File: config.mk
export PLATFORM = sky130hd
export DESIGN_NAME = fccw_front
export DESIGN_NICKNAME = d
export VERILOG_FILES = /design/src/rtl/core/fccw_pkg.sv /design/src/rtl/core/fccw_front.sv
export SDC_FILE = /design/constraint.sdc
export NUM_CORES = 1
export LEC_CHECK = 0
export ABC_AREA = 0
export BUFFER_PORTS_ARGS = -buffer_cell sky130_fd_sc_hd__clkbuf_2
export CELL_PAD_IN_SITES_DETAIL_PLACEMENT = 1
export CELL_PAD_IN_SITES_GLOBAL_PLACEMENT = 2
export CORE_ASPECT_RATIO = 0.9
export CORE_MARGIN = 10
export CORE_UTILIZATION = 15
export DETAILED_ROUTE_END_ITERATION = 12
export PLACE_DENSITY = 0.84
export SETUP_SLACK_MARGIN = 0.05
export SLEW_MARGIN = 15
export SYNTH_ARGS = -nofsm -noshare
export SYNTH_HDL_FRONTEND = slang
export SYNTH_SLANG_ARGS = --single-unit
File: constraint.sdc
create_clock -name vclk -period 3.5
set_clock_uncertainty 0.1 [all_clocks]
set_input_delay 0.35 -clock vclk [all_inputs]
set_output_delay 0.35 -clock vclk [all_outputs]
set_load 0.005 [all_outputs]
File: src/rtl/core/fccw_pkg.sv
// Shared types, codes and constants for the FAT12 cluster chain walker.
package fccw_pkg;

    localparam int FAT_BYTES_DEF   = 8192;
    localparam int QUEUE_DEPTH_DEF = 2;
    localparam int DIR_ENTRY_BYTES = 32;

    localparam int CFG_IDX_W  = 3;
    localparam int CFG_DATA_W = 32;

    localparam int FAT_ADDR_W  = 13;
    localparam int CLUSTER_W   = 12;
    localparam int SIZE_W      = 32;
    localparam int STATUS_W    = 3;
    localparam int ENTRY_ADDR_W = 14;

    localparam int ROOT_NUM_W = 16 + $clog2(DIR_ENTRY_BYTES);

    localparam logic [CLUSTER_W-1:0] END_MARK           = 12'hFF8;
    localparam logic [SIZE_W-1:0]    FIRST_DATA_CLUSTER = 32'd2;

    localparam logic [15:0] RST_SECTOR_BYTES    = 16'd512;
    localparam logic [7:0]  RST_CLUSTER_SECTORS = 8'd1;
    localparam logic [15:0] RST_RESERVED_COUNT  = 16'd1;
    localparam logic [7:0]  RST_FAT_COPIES      = 8'd2;
    localparam logic [15:0] RST_FAT_SECTORS     = 16'd9;
    localparam logic [15:0] RST_ROOT_ENTRIES    = 16'd224;
    localparam logic [31:0] RST_MAX_FILE_BYTES  = 32'd65536;

    typedef enum logic [CFG_IDX_W-1:0] {
        REG_SECTOR_BYTES    = 3'd0,
        REG_CLUSTER_SECTORS = 3'd1,
        REG_RESERVED_COUNT  = 3'd2,
        REG_FAT_COPIES      = 3'd3,
        REG_FAT_SECTORS     = 3'd4,
        REG_ROOT_ENTRIES    = 3'd5,
        REG_MAX_FILE_BYTES  = 3'd6
    } cfg_reg_t;

    typedef enum logic [1:0] {
        KIND_FAT_WRITE = 2'd0,
        KIND_START     = 2'd1,
        KIND_ADVANCE   = 2'd2
    } kind_t;

    typedef enum logic [1:0] {
        OP_FAT_WRITE = 2'd0,
        OP_START     = 2'd1,
        OP_REJECT    = 2'd2,
        OP_ADVANCE   = 2'd3
    } op_t;

    typedef enum logic [STATUS_W-1:0] {
        ST_CHUNK       = 3'd0,
        ST_ACCEPTED    = 3'd1,
        ST_TOO_LARGE   = 3'd2,
        ST_ENDED_EARLY = 3'd3,
        ST_NO_FILE     = 3'd4
    } status_t;

    typedef enum logic [1:0] {
        GEO_LOAD  = 2'd0,
        GEO_DIV   = 2'd1,
        GEO_SUM   = 2'd2,
        GEO_READY = 2'd3
    } geo_state_t;

    typedef enum logic [2:0] {
        BK_IDLE = 3'd0,
        BK_ADV1 = 3'd1,
        BK_ADV2 = 3'd2,
        BK_EMIT = 3'd3,
        BK_WARN = 3'd4
    } back_state_t;

    typedef struct packed {
        op_t                   op;
        logic [FAT_ADDR_W-1:0] fat_addr;
        logic [7:0]            fat_byte;
        logic [CLUSTER_W-1:0]  start_cluster;
        logic [SIZE_W-1:0]     file_size;
    } q_entry_t;

    typedef struct packed {
        logic        ready;
        logic [31:0] data_start;
        logic [15:0] sector_bytes;
        logic [7:0]  cluster_sectors;
        logic [23:0] csize;
        logic [31:0] max_file_bytes;
    } geo_t;

endpackage

File: src/rtl/core/fccw_front.sv
// Front end: takes input requests, classifies them and feeds the queue.
module fccw_front #(
    parameter int FAT_BYTES = fccw_pkg::FAT_BYTES_DEF
) (
    input  logic                            in_valid,
    output logic                            in_stall,
    input  logic [1:0]                      kind,
    input  logic [fccw_pkg::FAT_ADDR_W-1:0] fat_addr,
    input  logic [7:0]                      fat_byte,
    input  logic [fccw_pkg::CLUSTER_W-1:0]  start_cluster,
    input  logic [fccw_pkg::SIZE_W-1:0]     file_size,
    input  logic [31:0]                     max_file_bytes,
    input  logic                            q_full,
    output logic                            push,
    output fccw_pkg::q_entry_t              push_entry
);

    logic keep;
    fccw_pkg::op_t op;

    always_comb
    begin
        keep = 1'b1;
        op   = fccw_pkg::OP_ADVANCE;
        unique case (fccw_pkg::kind_t'(kind))
            fccw_pkg::KIND_FAT_WRITE:
            begin
                op   = fccw_pkg::OP_FAT_WRITE;
                keep = 32'(fat_addr) < 32'(FAT_BYTES);
            end
            fccw_pkg::KIND_START:
            begin
                op = (file_size > max_file_bytes) ? fccw_pkg::OP_REJECT
                                                  : fccw_pkg::OP_START;
            end
            fccw_pkg::KIND_ADVANCE:
            begin
                op = fccw_pkg::OP_ADVANCE;
            end
            default:
            begin
                keep = 1'b0;
            end
        endcase
    end

    assign in_stall = q_full;
    assign push     = in_valid && !q_full && keep;

    always_comb
    begin
        push_entry.op            = op;
        push_entry.fat_addr      = fat_addr;
        push_entry.fat_byte      = fat_byte;
        push_entry.start_cluster = start_cluster;
        push_entry.file_size     = file_size;
    end

endmodule

* After elaboration in Yosys (flattened, before gate mapping)
Cells that the tools add are included.
** Word-level totals
- Output and inout bits :: 69
- Register bits :: 0
** Cells by class
- $lt $le $gt $ge :: 1
- Multiplexer cells :: 3
- Reduce and logical (&&, ||, !) cells :: 5
- Equal/unequal tests :: 2
** Operator list (number)
- 32-bit > comparator :: 1
- 2-bit one-hot mux with 2 select lines :: 1
- 3-bit OR reduction :: 1
- 2-bit by 1-bit equality test with 1-bit output, second input constant :: 1
- 2-bit equality test, second input constant :: 1
- 1-bit logical AND :: 2
- 2-bit logical NOT :: 1
- 2-bit two-way mux :: 1
- 1-bit logical NOT :: 1
- 1-bit two-way mux :: 1

* Depth between registers and ports, before layout
- Depth in word-level cells :: 4
- Depth in mapped cells :: 8
- Gate-level depth less buffers :: 8

* Worst setup path after synthesis
Ideal clock, no wire load.
- Kind :: input to output
- Start :: input max_file_bytes[18]
- End :: output push_entry[66] in the netlist's numbering
- Cell stages on the path :: 8
- Slack :: 1166 ps
- Arrival time :: 1884 ps
- Path through :: inv_1 > ha_1 > and3_4 > a221o_1 > a22oi_1 > o2111ai_1 > a31o_1 > a41o_1
** RTL lines
- from (decl) :: RTL line fccw_front.sv:12 : input logic [31:0] max_file_bytes,
- to (decl) :: RTL line fccw_front.sv:15 : output fccw_pkg::q_entry_t push_entry

==> flow_summary.yaml <==
run_status:
  status: "finished clean"
power:
  finalPower_mw: 0.1594
  power.density_mw_per_mm2: 105.3
  peakVddDrop_mv: 0.02474
  p_clk_share_pct: 0
  power.static_leakage_nw: 0.9641
  p_int_mw: 0.08132
  pwr-share-seq_pct: 0
  combPwrFrac_pct: 100.0
  switching_share_pct: 48.98
  p_switching_mw: 0.07806
finish:
  final_common_cell: "clkbuf_2"
  n_antenna_cell: 0
  drive_gt1_share_pct: 46.90
  clkbuf_count: 0
  seq_cells: 0
  nets: 361
  mostFrequentLayoutCells: "clkbuf_2, inv_1, ha_1"
  area_growth_pct: 12.98
  final_area_mm2: 0.001514
  regArea_um2: 0
timing:
  maxSlewViolCount: 0
  whs_ns: 0.6000
  period_minus_slack_ns: 2.775
  slew_headroom_pct: 71.80
  hold_viol_final: 0
  rsz0062_at_grt: "no"
  max_slew.worst_pin.slew_ns: 0.4192
  period_share_pct: 79.28
  max_freq_mhz: 360.4
  setup_viol: 0
  totalNegativeSetupSlack_ns: 0
  postLayoutSetupSlackWorst_ns: 0.7251
routing:
  num_vias: 1249
  routedWlPerCell_um: 12.20
  first_pass_iters: 3
  drc: 0
  routed_wl_mm: 4.208
  antenna_left: 0
  drt_iter0_markers: 7
  routed_via_density: 3.620
global_route:
  overflow: 0
  antenna_found_initial: 0
  grt_util_all_layers_pct: 5.662
  grt_max_degree: 5
  first_global_vias: 1345
  grt_first_pass_wirelength_mm: 6.354
worst_setup_path:
  crit_arrival_ns: 2.32
  worst_path_max_delay_cell: "a221o_1"
  worstSetupPathType: "input port to primary output"
  start_kind: "input port"
  cp_top_family: "compound AO/OA/AOI/OAI gates"
  cpPeakStageDelay_ns: 0.34
  required_ns: 3.05
  crit_chain: "clkbuf_2, ha_1, and3_4, a221o_1, a22oi_1, o2111ai_1, a31o_1, a41oi_1, clkbuf_2"
  crit_fanout: 3
  end_kind: "primary output"
  crit_top_cell: "clkbuf_2"
  worst-path-buf-inv: 2
logic_synthesis:
  synth_warnings: 0
  synth_cell_types: 22
  synth_top_area_share_pct: 36.97
  synth_area_mm2: 0.001340
  yosysTopAreaCell: "buf_4"
  postSynthCellCount: 188
  synth_area_leaders: "buf_4, ha_1, inv_1"
  syn_area_per_cell_um2: 7.128
  seq_area_frac_synth_pct: 0
  syn_nets: 321
die:
  rows: 32
  die_w_um: 119.6
  die_area_mm2: 0.01312
  core_region_area_mm2: 0.008648
  dieHeight_um: 109.7
  num_io_pins: 170
  start_util_pct: 15.49
clocking:
  cts_setup_buffers: 0
  post_cts_resized: 0
  cts_hold_buf: 0
flow_run:
  drv_cap: 0
placed_design:
  port_buffers: 104
  dp_hpwl_mm: 4.164
  post-place-ws_ns: 0.7200
  placed_cell_area_mm2: 0.001514
  gp_congestion: 0.6840
worst_hold_path:
  hold_path.class: "input port to primary output"
==> cells by family after synthesis <==
logic type	count (synthesis)	share of synthesized area, %
adders and majority gates	32	29.88
buffers and inverters	101	46.78
and+or+nand+nor	26	9.711
AOI/OAI and AO/OA	29	13.63
==> metrics by stage <==
step                util, %  instances
floorplan                 -        188
global placement      17.51        345
detailed placement    17.51        345
CTS                   17.51        345
global route          17.51        345
finish                17.51        345
==> Yosys cell counts <==
master	number
a41oi_1	1
ha_1	32
o2111ai_1	1
nand2_1	8
a21o_2	1
buf_4	66
nand3_1	2
inv_1	35
a31o_1	1
nand3b_1	1
nor4_1	1
nor3_1	1
nor2_1	6
nand4_1	6
a221o_1	1
a211oi_1	2
a21o_1	2
and3_4	1
a41o_1	1
o21ai_0	4
a21oi_1	14
a22oi_1	1
==> layout make-up <==
cell class	count	area (um^2)
fill	1125	7134
multi-input combinational	87	713.2
timing repair buffer	104	520.5
tap	119	148.9
inverter	35	131.4
==> layer usage <==
layer  GRT usage, %  routed length (um)
met4         0.6024                   5
met5              0                   0
met2          11.38                2244
met1          5.957                1573
met3          1.486                 384
==> path summary, 6_finish.rpt <==
kind | end | depth (start not counted) | start | slack, ns
hold / removal | push_entry[32] | 0 | start_cluster[0] | 0.60
setup / recovery | push_entry[65] | 9 | file_size[18] | 0.73
==> power by group through the flow <==
stage	Sequential [mW]	Combinational, mW	Clock (mW)
final	0	0.159	0
after CTS	0	0.165	0
after global routing	0	0.187	0
after floorplan	0	0.131	0
after global placement	0	0.160	0
after detailed placement	0	0.164	0
Power figures use the tool's default switching activity.
