[config.mk]
export PLATFORM = sky130hd
export DESIGN_NAME = fccw_geometry
export DESIGN_NICKNAME = d
export VERILOG_FILES = /design/src/rtl/core/fccw_pkg.sv /design/src/rtl/core/fccw_geometry.sv
export SDC_FILE = /design/constraint.sdc
export NUM_CORES = 1
export LEC_CHECK = 0
export ABC_CLOCK_PERIOD_IN_PS = 4850
export BUFFER_PORTS_ARGS = -buffer_cell sky130_fd_sc_hd__buf_2
export CORE_UTILIZATION = 56
export DETAILED_ROUTE_END_ITERATION = 8
export PLACE_DENSITY = 0.76
export SLEW_MARGIN = 20
export SYNTH_ARGS = -nofsm -noshare
export SYNTH_HDL_FRONTEND = slang
export SYNTH_SLANG_ARGS = --single-unit
[constraint.sdc]
create_clock -name clk -period 4.85 [get_ports clk]
set_clock_uncertainty 0.2 [all_clocks]
set_input_delay 0.2425 -clock clk [delete_from_list [all_inputs] [get_ports clk]]
set_output_delay 0.2425 -clock clk [all_outputs]
set_load 0.02 [all_outputs]
[src/rtl/core/fccw_pkg.sv]
// Shared types, codes and constants for the FAT12 cluster chain walker.
package fccw_pkg;

    localparam int FAT_BYTES_DEF   = 8192;
    localparam int QUEUE_DEPTH_DEF = 2;
    localparam int DIR_ENTRY_BYTES = 32;

    localparam int CFG_IDX_W  = 3;
    localparam int CFG_DATA_W = 32;

    localparam int FAT_ADDR_W  = 13;
    localparam int CLUSTER_W   = 12;
    localparam int SIZE_W      = 32;
    localparam int STATUS_W    = 3;
    localparam int ENTRY_ADDR_W = 14;

    localparam int ROOT_NUM_W = 16 + $clog2(DIR_ENTRY_BYTES);

    localparam logic [CLUSTER_W-1:0] END_MARK           = 12'hFF8;
    localparam logic [SIZE_W-1:0]    FIRST_DATA_CLUSTER = 32'd2;

    localparam logic [15:0] RST_SECTOR_BYTES    = 16'd512;
    localparam logic [7:0]  RST_CLUSTER_SECTORS = 8'd1;
    localparam logic [15:0] RST_RESERVED_COUNT  = 16'd1;
    localparam logic [7:0]  RST_FAT_COPIES      = 8'd2;
    localparam logic [15:0] RST_FAT_SECTORS     = 16'd9;
    localparam logic [15:0] RST_ROOT_ENTRIES    = 16'd224;
    localparam logic [31:0] RST_MAX_FILE_BYTES  = 32'd65536;

    typedef enum logic [CFG_IDX_W-1:0] {
        REG_SECTOR_BYTES    = 3'd0,
        REG_CLUSTER_SECTORS = 3'd1,
        REG_RESERVED_COUNT  = 3'd2,
        REG_FAT_COPIES      = 3'd3,
        REG_FAT_SECTORS     = 3'd4,
        REG_ROOT_ENTRIES    = 3'd5,
        REG_MAX_FILE_BYTES  = 3'd6
    } cfg_reg_t;

    typedef enum logic [1:0] {
        KIND_FAT_WRITE = 2'd0,
        KIND_START     = 2'd1,
        KIND_ADVANCE   = 2'd2
    } kind_t;

    typedef enum logic [1:0] {
        OP_FAT_WRITE = 2'd0,
        OP_START     = 2'd1,
        OP_REJECT    = 2'd2,
        OP_ADVANCE   = 2'd3
    } op_t;

    typedef enum logic [STATUS_W-1:0] {
        ST_CHUNK       = 3'd0,
        ST_ACCEPTED    = 3'd1,
        ST_TOO_LARGE   = 3'd2,
        ST_ENDED_EARLY = 3'd3,
        ST_NO_FILE     = 3'd4
    } status_t;

    typedef enum logic [1:0] {
        GEO_LOAD  = 2'd0,
        GEO_DIV   = 2'd1,
        GEO_SUM   = 2'd2,
        GEO_READY = 2'd3
    } geo_state_t;

    typedef enum logic [2:0] {
        BK_IDLE = 3'd0,
        BK_ADV1 = 3'd1,
        BK_ADV2 = 3'd2,
        BK_EMIT = 3'd3,
        BK_WARN = 3'd4
    } back_state_t;

    typedef struct packed {
        op_t                   op;
        logic [FAT_ADDR_W-1:0] fat_addr;
        logic [7:0]            fat_byte;
        logic [CLUSTER_W-1:0]  start_cluster;
        logic [SIZE_W-1:0]     file_size;
    } q_entry_t;

    typedef struct packed {
        logic        ready;
        logic [31:0] data_start;
        logic [15:0] sector_bytes;
        logic [7:0]  cluster_sectors;
        logic [23:0] csize;
        logic [31:0] max_file_bytes;
    } geo_t;

endpackage

[src/rtl/core/fccw_geometry.sv]
// Volume geometry registers and the data start / cluster size calculation.
module fccw_geometry (
    input  logic                           clk,
    input  logic                           rst_n,
    input  logic                           cfg_wr_en,
    input  logic [fccw_pkg::CFG_IDX_W-1:0] cfg_index,
    input  logic [fccw_pkg::CFG_DATA_W-1:0] cfg_data,
    output fccw_pkg::geo_t                 geo
);

    localparam int NW = fccw_pkg::ROOT_NUM_W;
    localparam int SW = $clog2(NW);

    logic [15:0] sb_reg;
    logic [7:0]  cs_reg;
    logic [15:0] rsv_reg;
    logic [7:0]  copies_reg;
    logic [15:0] fsec_reg;
    logic [15:0] rent_reg;
    logic [31:0] max_reg;

    fccw_pkg::geo_state_t state_reg, state_next;

    logic load_en, step_en, sum_en, ready;

    logic [NW-1:0] quo_reg, quo_next;
    logic [16:0]   rem_reg, rem_next;
    logic [SW-1:0] step_reg;
    logic [23:0]   fat_area_reg;
    logic [23:0]   csize_reg;
    logic [31:0]   data_start_reg;

    logic [16:0]   trial;
    logic          trial_ge;
    logic [31:0]   root;

    always_ff @(posedge clk or negedge rst_n)
    begin
        if (!rst_n)
        begin
            sb_reg     <= fccw_pkg::RST_SECTOR_BYTES;
            cs_reg     <= fccw_pkg::RST_CLUSTER_SECTORS;
            rsv_reg    <= fccw_pkg::RST_RESERVED_COUNT;
            copies_reg <= fccw_pkg::RST_FAT_COPIES;
            fsec_reg   <= fccw_pkg::RST_FAT_SECTORS;
            rent_reg   <= fccw_pkg::RST_ROOT_ENTRIES;
            max_reg    <= fccw_pkg::RST_MAX_FILE_BYTES;
        end
        else if (cfg_wr_en)
        begin
            unique case (fccw_pkg::cfg_reg_t'(cfg_index))
                fccw_pkg::REG_SECTOR_BYTES:    sb_reg     <= cfg_data[15:0];
                fccw_pkg::REG_CLUSTER_SECTORS: cs_reg     <= cfg_data[7:0];
                fccw_pkg::REG_RESERVED_COUNT:  rsv_reg    <= cfg_data[15:0];
                fccw_pkg::REG_FAT_COPIES:      copies_reg <= cfg_data[7:0];
                fccw_pkg::REG_FAT_SECTORS:     fsec_reg   <= cfg_data[15:0];
                fccw_pkg::REG_ROOT_ENTRIES:    rent_reg   <= cfg_data[15:0];
                fccw_pkg::REG_MAX_FILE_BYTES:  max_reg    <= cfg_data[31:0];
                default:
                begin
                end
            endcase
        end
    end

    always_comb
    begin
        state_next = state_reg;
        unique case (state_reg)
            fccw_pkg::GEO_LOAD:  state_next = fccw_pkg::GEO_DIV;
            fccw_pkg::GEO_DIV:
            begin
                if (step_reg == SW'(NW - 1))
                begin
                    state_next = fccw_pkg::GEO_SUM;
                end
            end
            fccw_pkg::GEO_SUM:   state_next = fccw_pkg::GEO_READY;
            fccw_pkg::GEO_READY: state_next = fccw_pkg::GEO_READY;
            default:             state_next = fccw_pkg::GEO_LOAD;
        endcase
        if (cfg_wr_en)
        begin
            state_next = fccw_pkg::GEO_LOAD;
        end
    end

    always_comb
    begin
        load_en = 1'b0;
        step_en = 1'b0;
        sum_en  = 1'b0;
        ready   = 1'b0;
        unique case (state_reg)
            fccw_pkg::GEO_LOAD:  load_en = 1'b1;
            fccw_pkg::GEO_DIV:   step_en = 1'b1;
            fccw_pkg::GEO_SUM:   sum_en  = 1'b1;
            fccw_pkg::GEO_READY: ready   = 1'b1;
            default:
            begin
            end
        endcase
    end

    always_ff @(posedge clk or negedge rst_n)
    begin
        if (!rst_n)
        begin
            state_reg <= fccw_pkg::GEO_LOAD;
        end
        else
        begin
            state_reg <= state_next;
        end
    end

    // restoring divide, one quotient bit per cycle
    assign trial    = {rem_reg[15:0], quo_reg[NW-1]};
    assign trial_ge = trial >= {1'b0, sb_reg};

    always_comb
    begin
        rem_next = trial_ge ? (trial - {1'b0, sb_reg}) : trial;
        quo_next = {quo_reg[NW-2:0], trial_ge};
    end

    // ceiling: bump the quotient when anything is left over
    assign root = (sb_reg == 16'd0) ? 32'd0
                : (32'(quo_reg) + ((rem_reg != 17'd0) ? 32'd1 : 32'd0));

    always_ff @(posedge clk)
    begin
        fat_area_reg <= 24'(copies_reg) * 24'(fsec_reg);
        csize_reg    <= 24'(cs_reg) * 24'(sb_reg);
        if (load_en)
        begin
            quo_reg  <= NW'(rent_reg) * NW'(fccw_pkg::DIR_ENTRY_BYTES);
            rem_reg  <= '0;
            step_reg <= '0;
        end
        else if (step_en)
        begin
            quo_reg  <= quo_next;
            rem_reg  <= rem_next;
            step_reg <= step_reg + 1'b1;
        end
        if (sum_en)
        begin
            data_start_reg <= 32'(rsv_reg) + 32'(fat_area_reg) + root;
        end
    end

    always_comb
    begin
        geo.ready           = ready;
        geo.data_start      = data_start_reg;
        geo.sector_bytes    = sb_reg;
        geo.cluster_sectors = cs_reg;
        geo.csize           = csize_reg;
        geo.max_file_bytes  = max_reg;
    end

endmodule

Word level (Yosys, flattened, before mapping)
Cells that the tools add are included.
Widths: inputs -> output; s select.
{ "word_totals": {"memories": 0, "romBits": 0, "word_cells": 59, "latchBits": 0, "ff_bits": 237, "ramBits": 0, "out_inout_bits": 113} }
{ "op_classes": {"n_eq_ne": 11, "n_mux": 12, "n_div": 0, "reduce_logical": 13, "n_addsub": 5, "shift": 0, "multipliers": 2, "n_lt_le_gt_ge": 1, "bitwise_logic": 0} }
{ "op_table": {"columns": ["operator", "n"], "rows": [
  ["$mul 8x16->24", 2],
  ["$mux 21", 2],
  ["$add 25x22->26", 1],
  ["$add 16x24->25", 1],
  ["$add 21x1->22", 1],
  ["$mux 22", 1],
  ["$ge 17x16->1", 1],
  ["$mux 17", 1],
  ["$reduce_bool 17->1", 1],
  ["$sub 17x16->17", 1],
  ["$logic_not 16->1", 1],
  ["$reduce_and 2->1", 7],
  ["$eq 3x3->1 const B", 3],
  ["$eq 3x2->1 const B", 2],
  ["$pmux 2 s3", 1],
  ["$add 5x1->5 const B", 1],
  ["$eq 5x5->1 const B", 1],
  ["$mux 1", 5],
  ["$eq 2x2->1 const B", 2],
  ["$mux 2", 2],
  ["$eq 3x1->1 const B", 1],
  ["$logic_not 3->1", 1],
  ["$ne 3x3->1 const B", 1],
  ["$eq 2x1->1 const B", 1],
  ["3 further kinds", 3]
]} }

Logic depth before layout (Yosys ltp)
{ "depth": {"depth_word": 5, "ltp_mapped": 20, "ltp_nobuf": 18} }

Least setup slack after synthesis
OpenSTA, ideal clock, no wires.
{ "synth_timing": {"path_kind": "register -> register", "start": "register copies_reg[7]", "end": "register fat_area_reg[20]", "stages_incl_launch_ff": 18, "setup_slack_ns": -0.416, "setup_ns": 0.065, "required_ns": 4.585, "t_arrival_ns": 5.001, "n_path_buf": 1, "path_cell_list": "dfrtp_1 clkbuf_1 nand2_1 fa_1 fa_1 inv_1 fa_1 inv_1 fa_1 inv_1 ha_1 o21a_1 o31a_1 a211oi_2 o311ai_1 a221o_1 or4b_1 nand4b_1"} }
{ "synth_between": {"elab_chain_len": 1} }
{ "synth_rtl": {"columns": ["item", "line", "rtl"], "rows": [
  ["from (decl)", "fccw_geometry.sv:17", "logic [7:0] copies_reg;"],
  ["from (signal assigned)", "fccw_geometry.sv:44", "copies_reg <= fccw_pkg::RST_FAT_COPIES;"],
  ["from (signal assigned)", "fccw_geometry.sv:55", "fccw_pkg::REG_FAT_COPIES: copies_reg <= cfg_data[7:0];"],
  ["$mul 8x16->24", "fccw_geometry.sv:133", "fat_area_reg <= 24'(copies_reg) * 24'(fsec_reg);"],
  ["to (signal assigned)", "fccw_geometry.sv:133", null],
  ["to (decl)", "fccw_geometry.sv:29", "logic [23:0] fat_area_reg;"]
]} }
Every way passes these cells.
A chain may end at the register's enable or synchronous reset.

Final worst setup path
{ "layout_timing": {"start": "register fsec_reg[3]", "end": "register fat_area_reg[20]"} }
{ "layout_between": {"elab_chain_len": 1} }
{ "layout_rtl": {"columns": ["item", "line", "rtl"], "rows": [
  ["from (decl)", "fccw_geometry.sv:18", "logic [15:0] fsec_reg;"],
  ["from (signal assigned)", "fccw_geometry.sv:45", "fsec_reg <= fccw_pkg::RST_FAT_SECTORS;"],
  ["from (signal assigned)", "fccw_geometry.sv:56", "fccw_pkg::REG_FAT_SECTORS: fsec_reg <= cfg_data[15:0];"],
  ["$mul 8x16->24", "fccw_geometry.sv:133", null]
]} }
Every way passes these cells.

==> results.rst <==
.. list-table::
   :header-rows: 1

   * - Metric
     - Value
   * - Max capacitance violation total
     - 0
   * - Total standard cell area after synthesis
     - between 15,000 and 20,000 um2
   * - Least setup slack across all paths after layout
     - -0.09759 ns
   * - Initial antenna violation count
     - 1
   * - Mean cell area of the mapped netlist
     - 9.832 um2
   * - CTS Root Buffer Type
     - sky130_fd_sc_hd__clkbuf_16
   * - Horizontal die dimension
     - 186.3 um
   * - Fraction of post-synthesis cell area in the top cell type by area
     - 19.58%
   * - Half-perimeter wire length after detailed placement
     - 34.39 mm
   * - Total count of max-transition violations in the final report
     - 0
   * - RSZ-0062 raised after global routing
     - true
   * - Core box area
     - 33,450 um2
   * - Number of flip-flops in the largest register
     - 32
   * - Main area contributors after synthesis
     - sky130_fd_sc_hd__fa_1, sky130_fd_sc_hd__dfrtp_1, sky130_fd_sc_hd__ha_1, sky130_fd_sc_hd__dfxtp_1, sky130_fd_sc_hd__and2_1
   * - Vias in the first global route
     - between 15,000 and 20,000
   * - Fin crit period
     - just under 5 ns
   * - Number of vias per cell
     - 5.498
   * - Cells on worst reg2reg path
     - 16
   * - Maximum fanout along the worst path
     - 4
   * - CP endpoint
     - fat_area_reg[20]
   * - Launch instance of the worst register-to-register path
     - fsec_reg[3]
   * - I/O pin count
     - between 150 and 200
   * - Total DRC errors in the routed layout
     - 2
   * - Clock tree from TritonCTS
     - done
   * - Worst rel slew slack
     - 33.84%
   * - Global-route usage over all layers
     - 27.68%
   * - R2R Path End
     - fat_area_reg[20]
   * - Class of the most critical hold timing path
     - input port to async pin
   * - Num Clock Sinks
     - 230
   * - Final WL
     - ~47 mm
   * - Total number of nets in the final design
     - 2,575
   * - Final antenna-violating net count
     - 0
   * - H-tree depth reported by CTS
     - 1
   * - Number of unique standard cell types used by synthesis
     - 69
   * - Placer's final routability congestion estimate
     - 0.8772
   * - Detailed-route wire length per cell
     - 17.46 um
   * - Post-synthesis cell type with the largest combined area
     - sky130_fd_sc_hd__fa_1
   * - Reg-to-reg slack, setup
     - -0.1 ns
   * - Clock buffers created by TritonCTS
     - 27
   * - Vertical die dimension
     - 186.3 um
   * - Setup Crit Path Kind
     - flip-flop to flip-flop
   * - Initial standard-cell utilization of the core
     - 56.85%
   * - Crit. End Element
     - flip-flop
   * - Maximum buffer depth of the clock tree
     - 3
   * - Clock transition time at the flip-flop clock pins of the worst setup and hold paths
     - 0.06 ns
   * - Final hold slack
     - 0.09756 ns
   * - Worst EP arrival
     - 5.24 ns
   * - Actual slew at the worst max-slew pin
     - 0.9871 ns
   * - Final hold vios
     - 0
   * - Setup-violating endpoint count in the final report
     - 2
   * - Most common library cell in the layout ignoring fill and taps
     - sky130_fd_sc_hd__inv_1
   * - Final clock period utilization by the worst path
     - 102.0%
   * - DRT iter0 DRCs
     - around 820
   * - Number of antenna cells inserted
     - 0
   * - Violations in the final reports
     - DRC, setup timing
   * - Largest net degree at the start of global routing
     - 84
   * - Run status
     - finished, violations left
   * - Commonest non-fill, non-tap cells in the layout
     - sky130_fd_sc_hd__inv_1, sky130_fd_sc_hd__and2_1, sky130_fd_sc_hd__fa_1
   * - Startpoint types
     - flip-flop
   * - Number of search-and-repair iterations in the first detailed-routing pass
     - 7
   * - Source-to-sink clock delay at the later pin of the worst-skew pair
     - 0.56 ns
   * - Wire length of the first global-routing pass
     - 75.76 mm
   * - Cell row count
     - 67
   * - Cell count after synthesis
     - 1,934
   * - Setup Slack @ Placement
     - -0.3247 ns
   * - FMAX
     - between 200 and 250 MHz
   * - Required time of the critical path
     - 5.14 ns
   * - First element of the critical path
     - fsec_reg[3]
   * - Area growth from synthesis to layout
     - 19.71%
   * - Number of flops mapped to enable cells by yosys
     - 41
   * - Sequential fraction of the synthesis area
     - 29.44%
   * - Layout Utilization
     - between 60 and 70%
   * - Post-synthesis async set-or-reset flop share
     - 49.57%
   * - Most frequently used flop master after synthesis
     - sky130_fd_sc_hd__dfrtp_1
   * - Die ar.
     - 34,690 um2
   * - Register bit total from synthesis
     - 230
   * - Vias after detailed routing
     - 14,750
   * - Count of input and output buffers
     - ~140
   * - Share of post-route cells with drive strength above 1
     - a little under a quarter
   * - Number of synthesis warnings
     - 0
   * - GRT Residual Overflow
     - 0
## stage by stage
stage          area (um2)  instances  setup TNS [ns]
6_report            22760       2683         -0.1195
4_1_cts             22380       2671         -0.2519
5_1_grt             22760       2683          -1.035
3_3_place_gp        20990       2580         -0.2866
2_1_floorplan       19150       1940         -0.1253
3_5_place_dp        20990       2580         -0.8765
## logic make-up (layout without fill, tap and decap cells)
group | Yosys count | after routing | share of synthesized area (%)
muxes | 117 | 117 | 6.771
DFF | 230 | 230 | 29.44
other | 1 | 7 | 0.01972
and+or+nand+nor | 596 | 596 | 16.50
adders and majority gates | 322 | 322 | 28.53
buffers and inverters | 336 | 631 | 6.811
xor gates and xnor gates | 73 | 73 | 3.363
AOI/OAI and AO/OA | 259 | 259 | 8.561
## timing repair
| item | in CTS | in global routing |
|---|---|---|
| cloned | 0 | 0 |
| buffers inserted | 8 | 13 |
| setup endpoints to repair | 13 | 29 |
| pin swaps | 20 | 30 |
| endpoints found under the hold margin | 180 | 0 |
| hold buffers | 34 | 0 |
| gates resized for setup | 25 | 82 |
## how the worst min path moves through the flow
| stage | start | end | slack (ns) |
|---|---|---|---|
| floorplan | rst_n | copies_reg[0] | -0.25 |
| global placement | step_reg[4] | step_reg[4] | 0.27 |
| detailed placement | rem_reg[16] | rem_reg[16] | 0.27 |
| CTS | cfg_index[2] | sb_reg[9] | 0.08 |
| global route | cfg_index[2] | rsv_reg[0] | 0.15 |
| finish | rst_n | fsec_reg[10] | 0.1 |
## area by class of cell
class / instances / area [um2]
multi-input combinational: 1374 / 12540
clock buffer: 36 / 749.5
timing repair buffer: 317 / 2135
clock inverter: 13 / 165.2
fill: 2558 / 10690
inverter: 265 / 994.7
tap: 448 / 560.5
sequential: 230 / 5618
## synthesized netlist by cell type, drive strengths merged (4+ instances only)
| library cell | count |
|---|---|
| nand4 | 11 |
| and2 | 216 |
| o2111ai | 4 |
| a21o | 14 |
| and4 | 4 |
| edfxtp | 41 |
| buf | 12 |
| mux2 | 93 |
| nor2 | 82 |
| nor2b | 14 |
| a22o | 4 |
| or2 | 4 |
| and3 | 15 |
| fa | 186 |
| a21oi | 61 |
| o211ai | 10 |
| xnor2 | 40 |
| or3 | 10 |
| o21a | 12 |
| a2111oi | 4 |
| dfxtp | 75 |
| inv | 265 |
| nand2b | 13 |
| dfstp | 10 |
| dfrtp | 104 |
| nand3 | 31 |
| o21bai | 9 |
| clkbuf | 59 |
| nand4b | 6 |
| ha | 136 |
| a211oi | 14 |
| o31ai | 5 |
| mux2i | 24 |
| a31oi | 12 |
| nand2 | 142 |
| nor3 | 26 |
| nor4 | 13 |
| xor2 | 33 |
| o21ai | 82 |
## critical path: stages, from the launching register on
cell,delay [ns]
sky130_fd_sc_hd__dfstp_2,0.56
sky130_fd_sc_hd__nand2_2,0.06
sky130_fd_sc_hd__fa_1,0.45
sky130_fd_sc_hd__fa_1,0.50
sky130_fd_sc_hd__inv_1,0.05
sky130_fd_sc_hd__fa_1,0.48
sky130_fd_sc_hd__inv_1,0.05
sky130_fd_sc_hd__fa_1,0.48
sky130_fd_sc_hd__inv_2,0.04
sky130_fd_sc_hd__ha_4,0.21
sky130_fd_sc_hd__o21a_1,0.18
sky130_fd_sc_hd__o31a_1,0.27
sky130_fd_sc_hd__a211oi_2,0.25
sky130_fd_sc_hd__o311ai_2,0.13
sky130_fd_sc_hd__a221o_1,0.37
sky130_fd_sc_hd__or4b_1,0.49
sky130_fd_sc_hd__nand4b_1,0.10
## routing by layer
| metal | share of wire, % | vias to the layer above | track usage (%) |
|---|---|---|---|
| met5 | 0 | - | 0 |
| met4 | 3.3 | 0 | 9.311 |
| met3 | 6.3 | 95 | 5.004 |
| met2 | 47 | 472 | 45.67 |
| met1 | 44 | 7278 | 36.84 |
| li1 | - | 6907 | - |
Power is not shown: default switching activity piles up to over one toggle a cycle in this logic, so the estimate is an artifact.
