**src/rtl/core/fccw_pkg.sv**
```systemverilog
// Shared types, codes and constants for the FAT12 cluster chain walker.
package fccw_pkg;

    localparam int FAT_BYTES_DEF   = 8192;
    localparam int QUEUE_DEPTH_DEF = 2;
    localparam int DIR_ENTRY_BYTES = 32;

    localparam int CFG_IDX_W  = 3;
    localparam int CFG_DATA_W = 32;

    localparam int FAT_ADDR_W  = 13;
    localparam int CLUSTER_W   = 12;
    localparam int SIZE_W      = 32;
    localparam int STATUS_W    = 3;
    localparam int ENTRY_ADDR_W = 14;

    localparam int ROOT_NUM_W = 16 + $clog2(DIR_ENTRY_BYTES);

    localparam logic [CLUSTER_W-1:0] END_MARK           = 12'hFF8;
    localparam logic [SIZE_W-1:0]    FIRST_DATA_CLUSTER = 32'd2;

    localparam logic [15:0] RST_SECTOR_BYTES    = 16'd512;
    localparam logic [7:0]  RST_CLUSTER_SECTORS = 8'd1;
    localparam logic [15:0] RST_RESERVED_COUNT  = 16'd1;
    localparam logic [7:0]  RST_FAT_COPIES      = 8'd2;
    localparam logic [15:0] RST_FAT_SECTORS     = 16'd9;
    localparam logic [15:0] RST_ROOT_ENTRIES    = 16'd224;
    localparam logic [31:0] RST_MAX_FILE_BYTES  = 32'd65536;

    typedef enum logic [CFG_IDX_W-1:0] {
        REG_SECTOR_BYTES    = 3'd0,
        REG_CLUSTER_SECTORS = 3'd1,
        REG_RESERVED_COUNT  = 3'd2,
        REG_FAT_COPIES      = 3'd3,
        REG_FAT_SECTORS     = 3'd4,
        REG_ROOT_ENTRIES    = 3'd5,
        REG_MAX_FILE_BYTES  = 3'd6
    } cfg_reg_t;

    typedef enum logic [1:0] {
        KIND_FAT_WRITE = 2'd0,
        KIND_START     = 2'd1,
        KIND_ADVANCE   = 2'd2
    } kind_t;

    typedef enum logic [1:0] {
        OP_FAT_WRITE = 2'd0,
        OP_START     = 2'd1,
        OP_REJECT    = 2'd2,
        OP_ADVANCE   = 2'd3
    } op_t;

    typedef enum logic [STATUS_W-1:0] {
        ST_CHUNK       = 3'd0,
        ST_ACCEPTED    = 3'd1,
        ST_TOO_LARGE   = 3'd2,
        ST_ENDED_EARLY = 3'd3,
        ST_NO_FILE     = 3'd4
    } status_t;

    typedef enum logic [1:0] {
        GEO_LOAD  = 2'd0,
        GEO_DIV   = 2'd1,
        GEO_SUM   = 2'd2,
        GEO_READY = 2'd3
    } geo_state_t;

    typedef enum logic [2:0] {
        BK_IDLE = 3'd0,
        BK_ADV1 = 3'd1,
        BK_ADV2 = 3'd2,
        BK_EMIT = 3'd3,
        BK_WARN = 3'd4
    } back_state_t;

    typedef struct packed {
        op_t                   op;
        logic [FAT_ADDR_W-1:0] fat_addr;
        logic [7:0]            fat_byte;
        logic [CLUSTER_W-1:0]  start_cluster;
        logic [SIZE_W-1:0]     file_size;
    } q_entry_t;

    typedef struct packed {
        logic        ready;
        logic [31:0] data_start;
        logic [15:0] sector_bytes;
        logic [7:0]  cluster_sectors;
        logic [23:0] csize;
        logic [31:0] max_file_bytes;
    } geo_t;

endpackage

```
**src/rtl/core/fccw_queue.sv**
```systemverilog
// Small FIFO of classified requests between front and back end.
module fccw_queue #(
    parameter int DEPTH = fccw_pkg::QUEUE_DEPTH_DEF
) (
    input  logic               clk,
    input  logic               rst_n,
    input  logic               push,
    input  fccw_pkg::q_entry_t push_entry,
    input  logic               pop,
    output logic               q_valid,
    output fccw_pkg::q_entry_t q_head,
    output logic               q_full
);

    localparam int PW = (DEPTH > 1) ? $clog2(DEPTH) : 1;
    localparam int CW = $clog2(DEPTH + 1);

    fccw_pkg::q_entry_t slot_reg [DEPTH];
    logic [PW-1:0] wr_ptr_reg, rd_ptr_reg;
    logic [CW-1:0] count_reg;

    logic do_pop;

    assign do_pop  = pop && (count_reg != '0);
    assign q_valid = count_reg != '0;
    assign q_full  = count_reg == CW'(DEPTH);
    assign q_head  = slot_reg[rd_ptr_reg];

    always_ff @(posedge clk or negedge rst_n)
    begin
        if (!rst_n)
        begin
            wr_ptr_reg <= '0;
            rd_ptr_reg <= '0;
            count_reg  <= '0;
        end
        else
        begin
            if (push)
            begin
                wr_ptr_reg <= (wr_ptr_reg == PW'(DEPTH - 1)) ? '0 : wr_ptr_reg + 1'b1;
            end
            if (do_pop)
            begin
                rd_ptr_reg <= (rd_ptr_reg == PW'(DEPTH - 1)) ? '0 : rd_ptr_reg + 1'b1;
            end
            if (push && !do_pop)
            begin
                count_reg <= count_reg + 1'b1;
            end
            else if (do_pop && !push)
            begin
                count_reg <= count_reg - 1'b1;
            end
        end
    end

    always_ff @(posedge clk)
    begin
        if (push)
        begin
            slot_reg[wr_ptr_reg] <= push_entry;
        end
    end

endmodule

```
**config.mk**
```make
export PLATFORM = sky130hd
export DESIGN_NAME = fccw_queue
export DESIGN_NICKNAME = d
export VERILOG_FILES = /design/src/rtl/core/fccw_pkg.sv /design/src/rtl/core/fccw_queue.sv
export SDC_FILE = /design/constraint.sdc
export NUM_CORES = 1
export LEC_CHECK = 0
export BUFFER_PORTS_ARGS = -buffer_cell sky130_fd_sc_hd__clkbuf_2
export CAP_MARGIN = 15
export CELL_PAD_IN_SITES_DETAIL_PLACEMENT = 1
export CELL_PAD_IN_SITES_GLOBAL_PLACEMENT = 1
export CORE_ASPECT_RATIO = 0.7
export CORE_MARGIN = 2
export CORE_UTILIZATION = 47
export DETAILED_ROUTE_END_ITERATION = 6
export HOLD_SLACK_MARGIN = 0.03
export PLACE_DENSITY = 0.93
export SKIP_CTS_REPAIR_TIMING = 1
export SLEW_MARGIN = 5
export SYNTH_ARGS = -nofsm -noshare
export SYNTH_HDL_FRONTEND = slang
export SYNTH_SLANG_ARGS = --single-unit
```
**constraint.sdc**
```tcl
create_clock -name clk -period 7.8 [get_ports clk]
set_clock_uncertainty 0.05 [all_clocks]
set_input_delay 1.56 -clock clk [delete_from_list [all_inputs] [get_ports clk]]
set_output_delay 1.56 -clock clk [all_outputs]
set_load 0.02 [all_outputs]
```
== After elaboration in Yosys (flattened, before gate mapping) ==
Memories as Yosys holds them, arrays and structs flattened.
Cells that the tools add are included.
Cells by class
  equality and inequality tests: 1
  add/sub/neg operators: 4
  reductions and logical operators: 7
  multiplexer cells: 6
Operators with widths (count)
  two-way mux 1 bit: 4
  two-way mux 2 bit: 2
  nonzero test 2 bit: 2
  logical AND 1 bit: 3
  adder 1 bit, second input constant: 2
  adder 2 x 1 -> 2 bit, second input constant: 1
  equality test 2 bit, second input constant: 1
  zero test 1 bit: 2
  subtractor 2 x 1 -> 2 bit, second input constant: 1
Storage, ports and cells
  RAM bits: 134
  flip-flop bits (word level): 4
  word-level logic and storage cells: 22
  input port bits: 71
  output and inout bits: 69
  memories kept: 1
Memories
  slot_reg: words 2, width 67, rd ports 1, clocked after memory_dff 0, write ports 1, RTL line fccw_queue.sv:18  | fccw_pkg::q_entry_t slot_reg [DEPTH];

== Longest topological paths before layout ==
Gate-level depths: netlist of the first run.
  depth in word-level cells: 5
  mapped depth: 6

== Least setup slack after synthesis of the first run ==
No wires, ideal clock.
  kind: input to register
  start: input port push
  end: memory slot_reg[0][0] (netlist name) (enable)
  required time: 7250 ps
  setup slack: 2747 ps
  path buffers: 0
  cell stages on the path: 1
  data arrival time: 4503 ps
  setup time: 500 ps
  cells stage by stage: nor2b_1
Between the ends
  cells in the longest elaborated chain, start to end: 2
RTL lines
  start: declaration: RTL line fccw_queue.sv:7  | input logic push,
  two-way mux 1 bit: RTL line fccw_queue.sv:60  | if (push)
  two-way mux 1 bit (implied by the code): RTL line fccw_queue.sv:62  | slot_reg[wr_ptr_reg] <= push_entry;
  end: declaration: RTL line fccw_queue.sv:18
No other way between the ends.

==> results of run 1 <==
## Yosys cell counts
cell type / number / area (um^2)
dfrtp_1: 4 / 100.1
buf_2: 4 / 20.02
mux2_2: 47 / 529.3
buf_8: 2 / 30.03
and2_1: 1 / 6.260
mux2_4: 20 / 300.3
edfxtp_1: 134 / 4024
nor2b_1: 2 / 12.51
or2_2: 1 / 6.260
nand2_1: 1 / 3.750
nor2_1: 1 / 3.750
xor2_1: 3 / 26.28
ha_1: 1 / 12.51
buf_6: 2 / 22.52
xnor2_1: 2 / 17.52
## metrics by stage
stage	hold slack, ns	util
6_report	0.4419	0.6234
5_1_grt	0.4539	0.6234
3_3_place_gp	0.4150	0.5663
4_1_cts	0.4473	0.6234
2_1_floorplan	0.3974	-
3_5_place_dp	0.4318	0.5663
## power groups by stage
stage / sequential [uW] / combinational [uW] / clock (uW)
after detailed placement: 1120 / 731 / 0
after global routing: 1130 / 769 / 851
after CTS: 1110 / 734 / 825
final: 1110 / 722 / 807
after global placement: 1110 / 713 / 0
after floorplan: 1040 / 591 / 0
## kinds of logic after synthesis
| kind of cell | share of synthesized area |
|---|---|
| xor gates and xnor gates | 0.008563 |
| adders and majority gates | 0.002446 |
| and+or+nand+nor | 0.006360 |
| buffers and inverters | 0.01419 |
| DFF | 0.8063 |
| muxes | 0.1622 |
## cell type report
type                       instances  area (um^2)  share of cell area
sequential                       138         4128              0.6322
multi-input combinational         79        927.1              0.1420
timing repair buffer             141        710.7              0.1089
clock buffer                      17        425.4             0.06516
clock inverter                    15        172.7             0.02645
tap                              132        165.2             0.02530
## final timing paths
check | endpoint | start | cells past startpoint
setup / recovery | q_head[16] | rd_ptr_reg$_DFFE_PN0P_ | 2
hold / removal | count_reg[1]$_DFFE_PN0P_ | count_reg[1]$_DFFE_PN0P_ | 1
setup reg to reg | slot_reg[0][26]$_DFFE_PP_ | wr_ptr_reg$_DFFE_PN0P_ | 2
hold reg to reg | count_reg[1]$_DFFE_PN0P_ | count_reg[1]$_DFFE_PN0P_ | 1
max in group asynchronous | rd_ptr_reg$_DFFE_PN0P_ | rst_n | 1
min in group asynchronous | wr_ptr_reg$_DFFE_PN0P_ | rst_n | 1
## layer usage
| metal | global-route usage | vias to the layer above |
|---|---|---|
| met4 | 0.07609 | 0 |
| met2 | 0.3007 | 115 |
| met5 | 0 | - |
| met1 | 0.2243 | 1292 |
| met3 | 0.06246 | 11 |
| li1 | - | 1190 |
## worst register-to-register path, delay by kind of cell, from the launching register on
family | cells | cell delay, ns
and+or+nand+nor | 1 | 0.70
buffers and inverters | 1 | 0.60
DFF | 1 | 0.44
==> results.py, run 1 <==
metrics = {
    "floorplanning": {
        "initial_core_util": 0.4884,
        "dieArea_um2": 11750,
        "fp-row-count": 31,
        "chipHeight_um": 91.28,
        "core_region_area_um2": 10470,
        "die_w_um": 128.7,
        "pin_count": 140,
    },
    "setup_path": {
        "crit_buf_inv": 1,
        "endpoint_kind": "primary output",
        "cp-start-kind": "register",
        "crit_family": "flip-flops",
        "crit_arrival_ns": 2.14,
        "required_ns": 6.19,
        "path_cells": "mux2_2, clkbuf_2",
        "crit_fanout": 68,
        "path_class": "register to primary output",
        "ff2ff_setup_slack_ns": 5.62,
        "crit_path_max_incr_delay_ns": 1.08,
        "critical_path.slowest_cell": "dfrtp_4",
    },
    "final_layout": {
        "synthToLayoutAreaGrowth_pct": 27.64,
        "final_common_cell": "clkbuf_2",
        "final_cell_mix": "139 x clkbuf_2, 134 x edfxtp_1, 47 x mux2_2, 20 x mux2_4, 17 x clkbuf_16",
        "layout-drive-gt1-share": 0.6205,
        "design_area_um2": 6529,
        "final_cells": 522,
        "largest_reg_flops": 134,
        "fill_cells": 938,
        "fin_nets": 449,
        "antenna_cells": 0,
    },
    "global_routing": {
        "grt_pass1_vias": 2851,
        "grt_overflow": 0,
        "grt_start_max_net_pins": 69,
        "groute.usage.overall": 0.1839,
        "grt_pass1_wl_um": 15590,
        "antenna_found_initial": 0,
    },
    "flow_run": {
        "cap_viol_max_count": 0,
    },
    "drt": {
        "met2_length_um": 5175,
        "routed_wl_um": 10340,
        "vias_per_cell": 4.996,
        "met1_length_um": 4287,
        "drt-initial-drc-count": 122,
        "top_layer_used": "met4",
        "postRouteAntennaNets": 0,
        "drt-wirelength-per-cell_um": 19.80,
        "dr_wl_met3_um": 750,
        "vias": 2608,
        "drc_errors": 0,
        "drt_first_pass_iters": 6,
    },
    "yosys": {
        "synth_nets": 297,
        "synth_area_um2": 5115,
        "synth_cell_types": 15,
        "syn_avg_cell_area_um2": 22.73,
        "ys_seq_area_frac": 0.8063,
        "yosysWarnings": 0,
        "ys_ff_latch": 138,
        "syn_inst": 225,
    },
    "hold_path": {
        "hp-class": "register to register",
    },
    "place": {
        "placed_area_um2": 5931,
        "place_inst": 490,
        "io_buffers": 139,
        "dp_slack_ns": 4.265,
        "gp_congestion": 0.6867,
    },
    "clock_network": {
        "cts_buffer_depth": 2,
        "cts_tree": "yes",
        "cts_num_sinks": 138,
        "clkTransAtPathRegs_ns": 0.05,
        "htreeDepth": 4,
        "worstSkewPairLatency_ns": 0.41,
        "clockRootBuffer": "clkbuf_16",
        "cts_buffers": 17,
    },
    "power": {
        "seqPwrFrac": 0.420,
        "pwr-share-comb": 0.274,
        "finalPower_uw": 2637,
        "power.switching_uw": 829.2,
        "p_sw_frac": 0.3144,
        "ir_drop_uv": 231.2,
        "leakage_uw": 0.002567,
        "p_clk_frac": 0.306,
        "p_per_area_nw_per_um2": 403.9,
        "p_int_uw": 1808,
    },
    "outcome": {
        "outcome": "completed",
    },
    "sta": {
        "timing.setup.tns_ns": 0,
        "rsz0062_at_grt": "no",
        "drv_slew": 0,
        "hold_viol": 0,
        "finalWorstSetupSlack_ns": 4.052,
        "clock.fmax_mhz": 266.8,
        "fin_crit_ns": 3.748,
        "worst_slew_pin_slew_ns": 1.029,
        "relSlewSlack": 0.3140,
        "setup-violations-final": 0,
        "finalCritPeriodShare": 0.4805,
    },
}
(Power assumes the default switching activity.)
==> run 2, diff against run 1 <==
--- a/config.mk
+++ b/config.mk
@@ -5,16 +5,17 @@
 export SDC_FILE = /design/constraint.sdc
 export NUM_CORES = 1
 export LEC_CHECK = 0
+export ABC_AREA = 1
 export BUFFER_PORTS_ARGS = -buffer_cell sky130_fd_sc_hd__clkbuf_2
 export CAP_MARGIN = 15
 export CELL_PAD_IN_SITES_DETAIL_PLACEMENT = 1
 export CELL_PAD_IN_SITES_GLOBAL_PLACEMENT = 1
 export CORE_ASPECT_RATIO = 0.7
 export CORE_MARGIN = 2
-export CORE_UTILIZATION = 47
+export CORE_UTILIZATION = 41
 export DETAILED_ROUTE_END_ITERATION = 6
 export HOLD_SLACK_MARGIN = 0.03
-export PLACE_DENSITY = 0.93
+export PLACE_DENSITY = 0.88
 export SKIP_CTS_REPAIR_TIMING = 1
 export SLEW_MARGIN = 5
 export SYNTH_ARGS = -nofsm -noshare
==> constraint.sdc (replaced) <==
create_clock -name clk -period 3.68 [get_ports clk]
set_clock_uncertainty 0.05 [all_clocks]
set_input_delay 0.736 -clock clk [delete_from_list [all_inputs] [get_ports clk]]
set_output_delay 0.736 -clock clk [all_outputs]
set_load 0.02 [all_outputs]
==> run 2 against run 1 <==
  * Design area about the same
  * Combinational power rose to 2.6 times the previous value
  * Global-route usage down 0.24 points
  * Register-to-register slack worse by 3.4 ns
  * Sequential share of layout area down 0.087 points
  * Hold slack worse by 0.35 ns
  * Sequential power up 96%
  * Setup slack worse by 3.0 ns
  * Critical path type unchanged
  * Non-clock buffer count up 3
  * Clock power up 100%
==> results.py, run 2 <==
metrics = {
    "clock_network": {
        "htreeDepth": 4,
        "worstSkewPairLatency_ns": 0.39,
        "cts_buffers": 17,
        "clockRootBuffer": "clkbuf_16",
        "cts_tree": "yes",
        "clkTransAtPathRegs_ns": 0.05,
        "cts_num_sinks": 138,
        "cts_buffer_depth": 2,
    },
    "drt": {
        "routed_wl_um": 11410,
        "drt_first_pass_iters": 4,
        "vias_per_cell": 4.719,
        "postRouteAntennaNets": 0,
        "drc_errors": 0,
        "drt-initial-drc-count": 204,
        "vias": 3303,
        "drt-wirelength-per-cell_um": 16.30,
    },
    "power": {
        "ir_drop_uv": 446.6,
        "leakage_uw": 0.002865,
        "p_per_area_nw_per_um2": 869.8,
    },
    "yosys": {
        "synth_top_area_cell": "edfxtp_1",
        "yosys-top-cells-area": "edfxtp_1 79%, nand2_1 15%, dfrtp_1 2.0%",
        "synth_most_common_cell": "nand2_1",
        "synth.top_cell.area_share": 0.7894,
        "synth_edf_count": 134,
        "synth_cell_types": 14,
        "synth-async-reset-ratio": 0.02899,
        "syn_avg_cell_area_um2": 13.49,
        "synth_area_um2": 5097,
        "ys_seq_area_frac": 0.8090,
        "synth_common_cells": "210 x nand2_1, 134 x edfxtp_1, 9 x buf_2",
        "syn_inst": 378,
        "ys.flop_type": "edfxtp_1",
        "synth_nets": 450,
        "yosysWarnings": 0,
        "ys_ff_latch": 138,
    },
    "global_routing": {
        "grt_use_met1": 0.2175,
        "grt_overflow": 0,
        "grt_pass1_vias": 3591,
        "groute.usage.overall": 0.1816,
        "grt_start_max_net_pins": 69,
        "grt_pass1_wl_um": 18200,
        "grtUsageMet2": 0.3111,
        "antenna_found_initial": 0,
        "met3_usage": 0.05269,
        "top_usage_layer": "met2",
    },
    "setup_path": {
        "path_class": "register to primary output",
        "required_ns": 2.89,
        "endpoint_kind": "primary output",
        "cp-start-kind": "register",
        "crit_arrival_ns": 1.86,
        "r2r_cells": 8,
        "crit_fanout": 68,
    },
    "place": {
        "dp_hpwl_um": 7386,
        "placed_area_um2": 5962,
        "gp_congestion": 0.7948,
        "io_buffers": 139,
        "place_inst": 669,
    },
    "final_layout": {
        "fin_nets": 598,
        "largest_reg_flops": 134,
        "final_cell_mix": "210 x nand2_1, 139 x clkbuf_2, 134 x edfxtp_1, 17 x clkbuf_16, 5 x inv_1",
        "fill_cells": 1296,
        "synthToLayoutAreaGrowth_pct": 28.18,
        "final_common_cell": "nand2_1",
        "layout-drive-gt1-share": 0.3327,
        "final_cells": 700,
        "utilization": 0.5314,
        "antenna_cells": 0,
        "design_area_um2": 6534,
    },
    "sta": {
        "rsz0062_at_grt": "no",
        "relSlewSlack": 0.5052,
        "fin_crit_ns": 2.641,
        "setup-violations-final": 0,
        "worst_slew_pin_slew_ns": 0.7423,
        "drv_slew": 0,
        "clock.fmax_mhz": 378.6,
        "finalCritPeriodShare": 0.7177,
        "timing.setup.tns_ns": 0,
        "hold_viol": 0,
        "timing.hold.ws_ns": 0.08949,
    },
    "floorplanning": {
        "pin_count": 140,
        "dieArea_um2": 13360,
        "die_w_um": 137.3,
        "core_region_area_um2": 12290,
        "chipHeight_um": 97.29,
        "fp-row-count": 34,
        "initial_core_util": 0.4146,
    },
    "outcome": {
        "outcome": "completed",
    },
    "flow_run": {
        "cap_viol_max_count": 0,
    },
    "hold_path": {
        "hp-class": "primary input to asynchronous set/reset pin",
    },
}
[run 2: final cells by class]
cell class,instances,area [um^2],share of cell area
clock buffers,17,425.4,0.06511
clock inverters,14,146.4,0.02241
inverters,7,26.28,0.004021
multi-input cells,218,849.6,0.1300
flip-flops and latches,138,4125,0.6314
well taps,162,202.7,0.03102
repair buffers,144,758.2,0.1160
[run 2: cell families after synthesis]
group	count (synthesis)	share of synthesized area
buffers and inverters	22	0.02577
adders and majority gates	1	0.002454
DFF	138	0.8090
and+or+nand+nor	215	0.1593
xor gates and xnor gates	2	0.003437
[run 2: critical path, cell delays in order (launching register included)]
cell and delay [ns]:
dfrtp_2 0.36, buf_4 0.58, nand2_1 0.16, nand2_1 0.14, clkbuf_2 0.17
[run 2: routing by layer]
metal / vias to the layer above / wire (um)
met5: - / 0
met4: 0 / 125
met3: 10 / 612
met2: 108 / 5897
met1: 1621 / 4773
li1: 1564 / -
[run 2: worst paths after layout]
path / startpoint / endpoint / slack [ns]
max in group asynchronous: rst_n / rd_ptr_reg$_DFFE_PN0P_ / 3.35
hold reg to reg: count_reg[1]$_DFFE_PN0P_ / count_reg[1]$_DFFE_PN0P_ / 0.45
setup / recovery: rd_ptr_reg$_DFFE_PN0P_ / q_head[17] / 1.04
setup reg to reg: count_reg[0]$_DFFE_PN0P_ / count_reg[1]$_DFFE_PN0P_ / 2.19
min in group clk: count_reg[1]$_DFFE_PN0P_ / count_reg[1]$_DFFE_PN0P_ / 0.45
hold / removal: rst_n / wr_ptr_reg$_DFFE_PN0P_ / 0.09
[run 2: per-stage QoR]
step,setup slack (ns),total power [uW]
global route,0.8967,6008
global placement,1.534,4011
finish,1.039,5683
detailed placement,1.468,4109
floorplan,0.7106,3438
CTS,1.025,5765
[run 2: report_power, final]
group	internal [uW]	switching [uW]	leakage, uW
Clock	996	641	0.000276
Combinational	503	1360	0.00129
Sequential	2090	90.6	0.00130
==> run 3, diff against run 2 <==
--- a/config.mk
+++ b/config.mk
@@ -12,10 +12,10 @@
 export CELL_PAD_IN_SITES_GLOBAL_PLACEMENT = 1
 export CORE_ASPECT_RATIO = 0.7
 export CORE_MARGIN = 2
-export CORE_UTILIZATION = 41
+export CORE_UTILIZATION = 37
 export DETAILED_ROUTE_END_ITERATION = 6
 export HOLD_SLACK_MARGIN = 0.03
-export PLACE_DENSITY = 0.88
+export PLACE_DENSITY = 0.84
 export SKIP_CTS_REPAIR_TIMING = 1
 export SLEW_MARGIN = 5
 export SYNTH_ARGS = -nofsm -noshare
==> constraint.sdc (replaced) <==
create_clock -name clk -period 2.2 [get_ports clk]
set_clock_uncertainty 0.05 [all_clocks]
set_input_delay 0.44 -clock clk [delete_from_list [all_inputs] [get_ports clk]]
set_output_delay 0.44 -clock clk [all_outputs]
set_load 0.02 [all_outputs]
==> run 3 against run 2 <==
  * Global-route usage down 1.5 points
  * Clock power up 77%
  * Total power up 71%
  * Design area up 1.5%
  * Cell count up 3.6%
  * Non-clock buffer count up 2
  * Hold slack better by 0.074 ns
==> results.py, run 3 (same netlist as run 2, synthesis figures left out) <==
metrics = {
    "sta": {
        "fin_crit_ns": 2.016,
        "timing.setup.tns_ns": 0,
        "rsz0062_at_grt": "no",
        "setup-violations-final": 0,
        "hold_viol": 0,
        "relSlewSlack": 0.7300,
        "clock.fmax_mhz": 496.0,
        "drv_slew": 0,
        "worst_slew_pin_slew_ns": 0.4051,
        "finalCritPeriodShare": 0.9164,
    },
    "power": {
        "ir_drop_uv": 640.5,
        "p_clk_frac": 0.299,
        "p_per_area_nw_per_um2": 1461,
        "p_int_uw": 6181,
        "leakage_uw": 0.002890,
        "pwr-share-comb": 0.323,
        "power.switching_uw": 3508,
        "seqPwrFrac": 0.378,
        "p_sw_frac": 0.3621,
    },
    "final_layout": {
        "multi_input_area_um2": 849.6,
        "final_common_cell": "nand2_1",
        "synthToLayoutAreaGrowth_pct": 30.14,
        "fill_cells": 1442,
        "antenna_cells": 0,
        "seq_area_um2": 4125,
        "layout-drive-gt1-share": 0.3315,
        "utilization": 0.4983,
        "largest_reg_flops": 134,
        "final_cell_mix": "210 x nand2_1, 139 x clkbuf_2, 134 x edfxtp_1, 17 x clkbuf_16, 5 x inv_1",
        "fin_nets": 600,
    },
    "drt": {
        "routed_wl_um": 11620,
        "vias_per_cell": 4.571,
        "drt-initial-drc-count": 133,
        "drt_first_pass_iters": 4,
        "drt-wirelength-per-cell_um": 16.03,
        "vias": 3314,
        "drc_errors": 0,
        "postRouteAntennaNets": 0,
    },
    "floorplanning": {
        "initial_core_util": 0.3829,
        "chipHeight_um": 102.2,
        "fp-row-count": 35,
        "die_w_um": 144.3,
        "core_region_area_um2": 13310,
        "dieArea_um2": 14750,
        "pin_count": 140,
    },
    "outcome": {
        "outcome": "completed",
    },
    "hold_path": {
        "hp-class": "primary input to register",
    },
    "setup_path": {
        "path_class": "register to primary output",
        "crit_fanout": 51,
        "required_ns": 1.71,
        "endpoint_kind": "primary output",
        "cp-start-kind": "register",
        "crit_arrival_ns": 1.53,
    },
    "global_routing": {
        "grt_pass1_vias": 3458,
        "grt_start_max_net_pins": 69,
        "grt_overflow": 0,
        "antenna_found_initial": 0,
        "grt_pass1_wl_um": 17940,
        "groute.usage.overall": 0.1670,
    },
    "clock_network": {
        "cts_buffers": 17,
        "cts_tree": "yes",
        "clockRootBuffer": "clkbuf_16",
        "htreeDepth": 4,
        "worstSkewPairLatency_ns": 0.41,
        "cts_buffer_depth": 2,
        "cts_num_sinks": 138,
        "clkTransAtPathRegs_ns": 0.06,
    },
    "place": {
        "io_buffers": 139,
        "gp_congestion": 0.7455,
        "dp_hpwl_um": 7686,
    },
    "flow_run": {
        "cap_viol_max_count": 0,
    },
}
[run 3: cell count changes in the layout (fill, tap and decap cells not counted)]
| cell | before | now |
|---|---|---|
| buf_12 | 2 | 4 |
| buf_4 | 3 | 2 |
| bufinv_16 | 2 | 3 |
| clkbuf_1 | 0 | 1 |
| clkinv_2 | 4 | 2 |
| dlygate4sd3_1 | 0 | 1 |
| inv_2 | 2 | 1 |
| inv_6 | 3 | 4 |
[run 3: area by class of cell]
type                    instances  area share
multi-input cells             218      0.1281
clock buffers                  18     0.06469
clock inverters                13     0.02527
inverters                       7    0.004527
well taps                     185     0.03489
flip-flops and latches        138      0.6218
repair buffers                146      0.1207
[run 3: power groups by stage]
| stage | clock network, uW | logic (uW) | registers (uW) |
|---|---|---|---|
| detailed placement | 0 | 3210 | 3710 |
| global route | 3080 | 3490 | 3700 |
| floorplan | 0 | 2090 | 3660 |
| global placement | 0 | 3130 | 3670 |
| CTS | 2960 | 3220 | 3670 |
| finish | 2900 | 3130 | 3660 |
[run 3: per-layer routing]
layer / vias to the layer above / GRT usage / routed length [um]
met5: - / 0 / 0
met4: 0 / 0.06124 / 115
met2: 110 / 0.2752 / 5716
met1: 1616 / 0.2056 / 4997
met3: 13 / 0.05951 / 794
li1: 1575 / - / -
[run 3: worst paths after layout]
kind / start / end / slack, ns / cells after the start
max in group asynchronous: rst_n / rd_ptr_reg$_DFFE_PN0P_ / 1.62 / 2
max reg2reg: count_reg[0]$_DFFE_PN0P_ / count_reg[1]$_DFFE_PN0P_ / 0.73 / 8
min: push_entry[60] / slot_reg[0][60]$_DFFE_PP_ / 0.16 / 1
max: rd_ptr_reg$_DFFE_PN0P_ / q_head[13] / 0.18 / 5
min in group asynchronous: rst_n / wr_ptr_reg$_DFFE_PN0P_ / 0.33 / 2
min reg2reg: count_reg[1]$_DFFE_PN0P_ / count_reg[1]$_DFFE_PN0P_ / 0.45 / 2
[run 3: metrics by stage]
step / hold WS, ns / instance area, um^2 / power [uW] / std cells / worst slack [ns]
finish: 0.1633 / 6634 / 9689 / 725 / 0.1840
global route: 0.1440 / 6634 / 10270 / 725 / 0.03737
CTS: -0.2334 / 6624 / 9846 / 724 / 0.1311
detailed placement: 0.2122 / 6027 / 6918 / 693 / 0.5875
global placement: 0.2138 / 6027 / 6804 / 693 / 0.6169
floorplan: 0.09441 / 5109 / 5746 / 378 / 0.2627
[run 3: worst max-delay path, stage by stage, from the launching register on]
cell	delay, ns
dfrtp_2	0.42
inv_2	0.08
buf_12	0.22
nand2_1	0.08
nand2_1	0.09
clkbuf_2	0.17
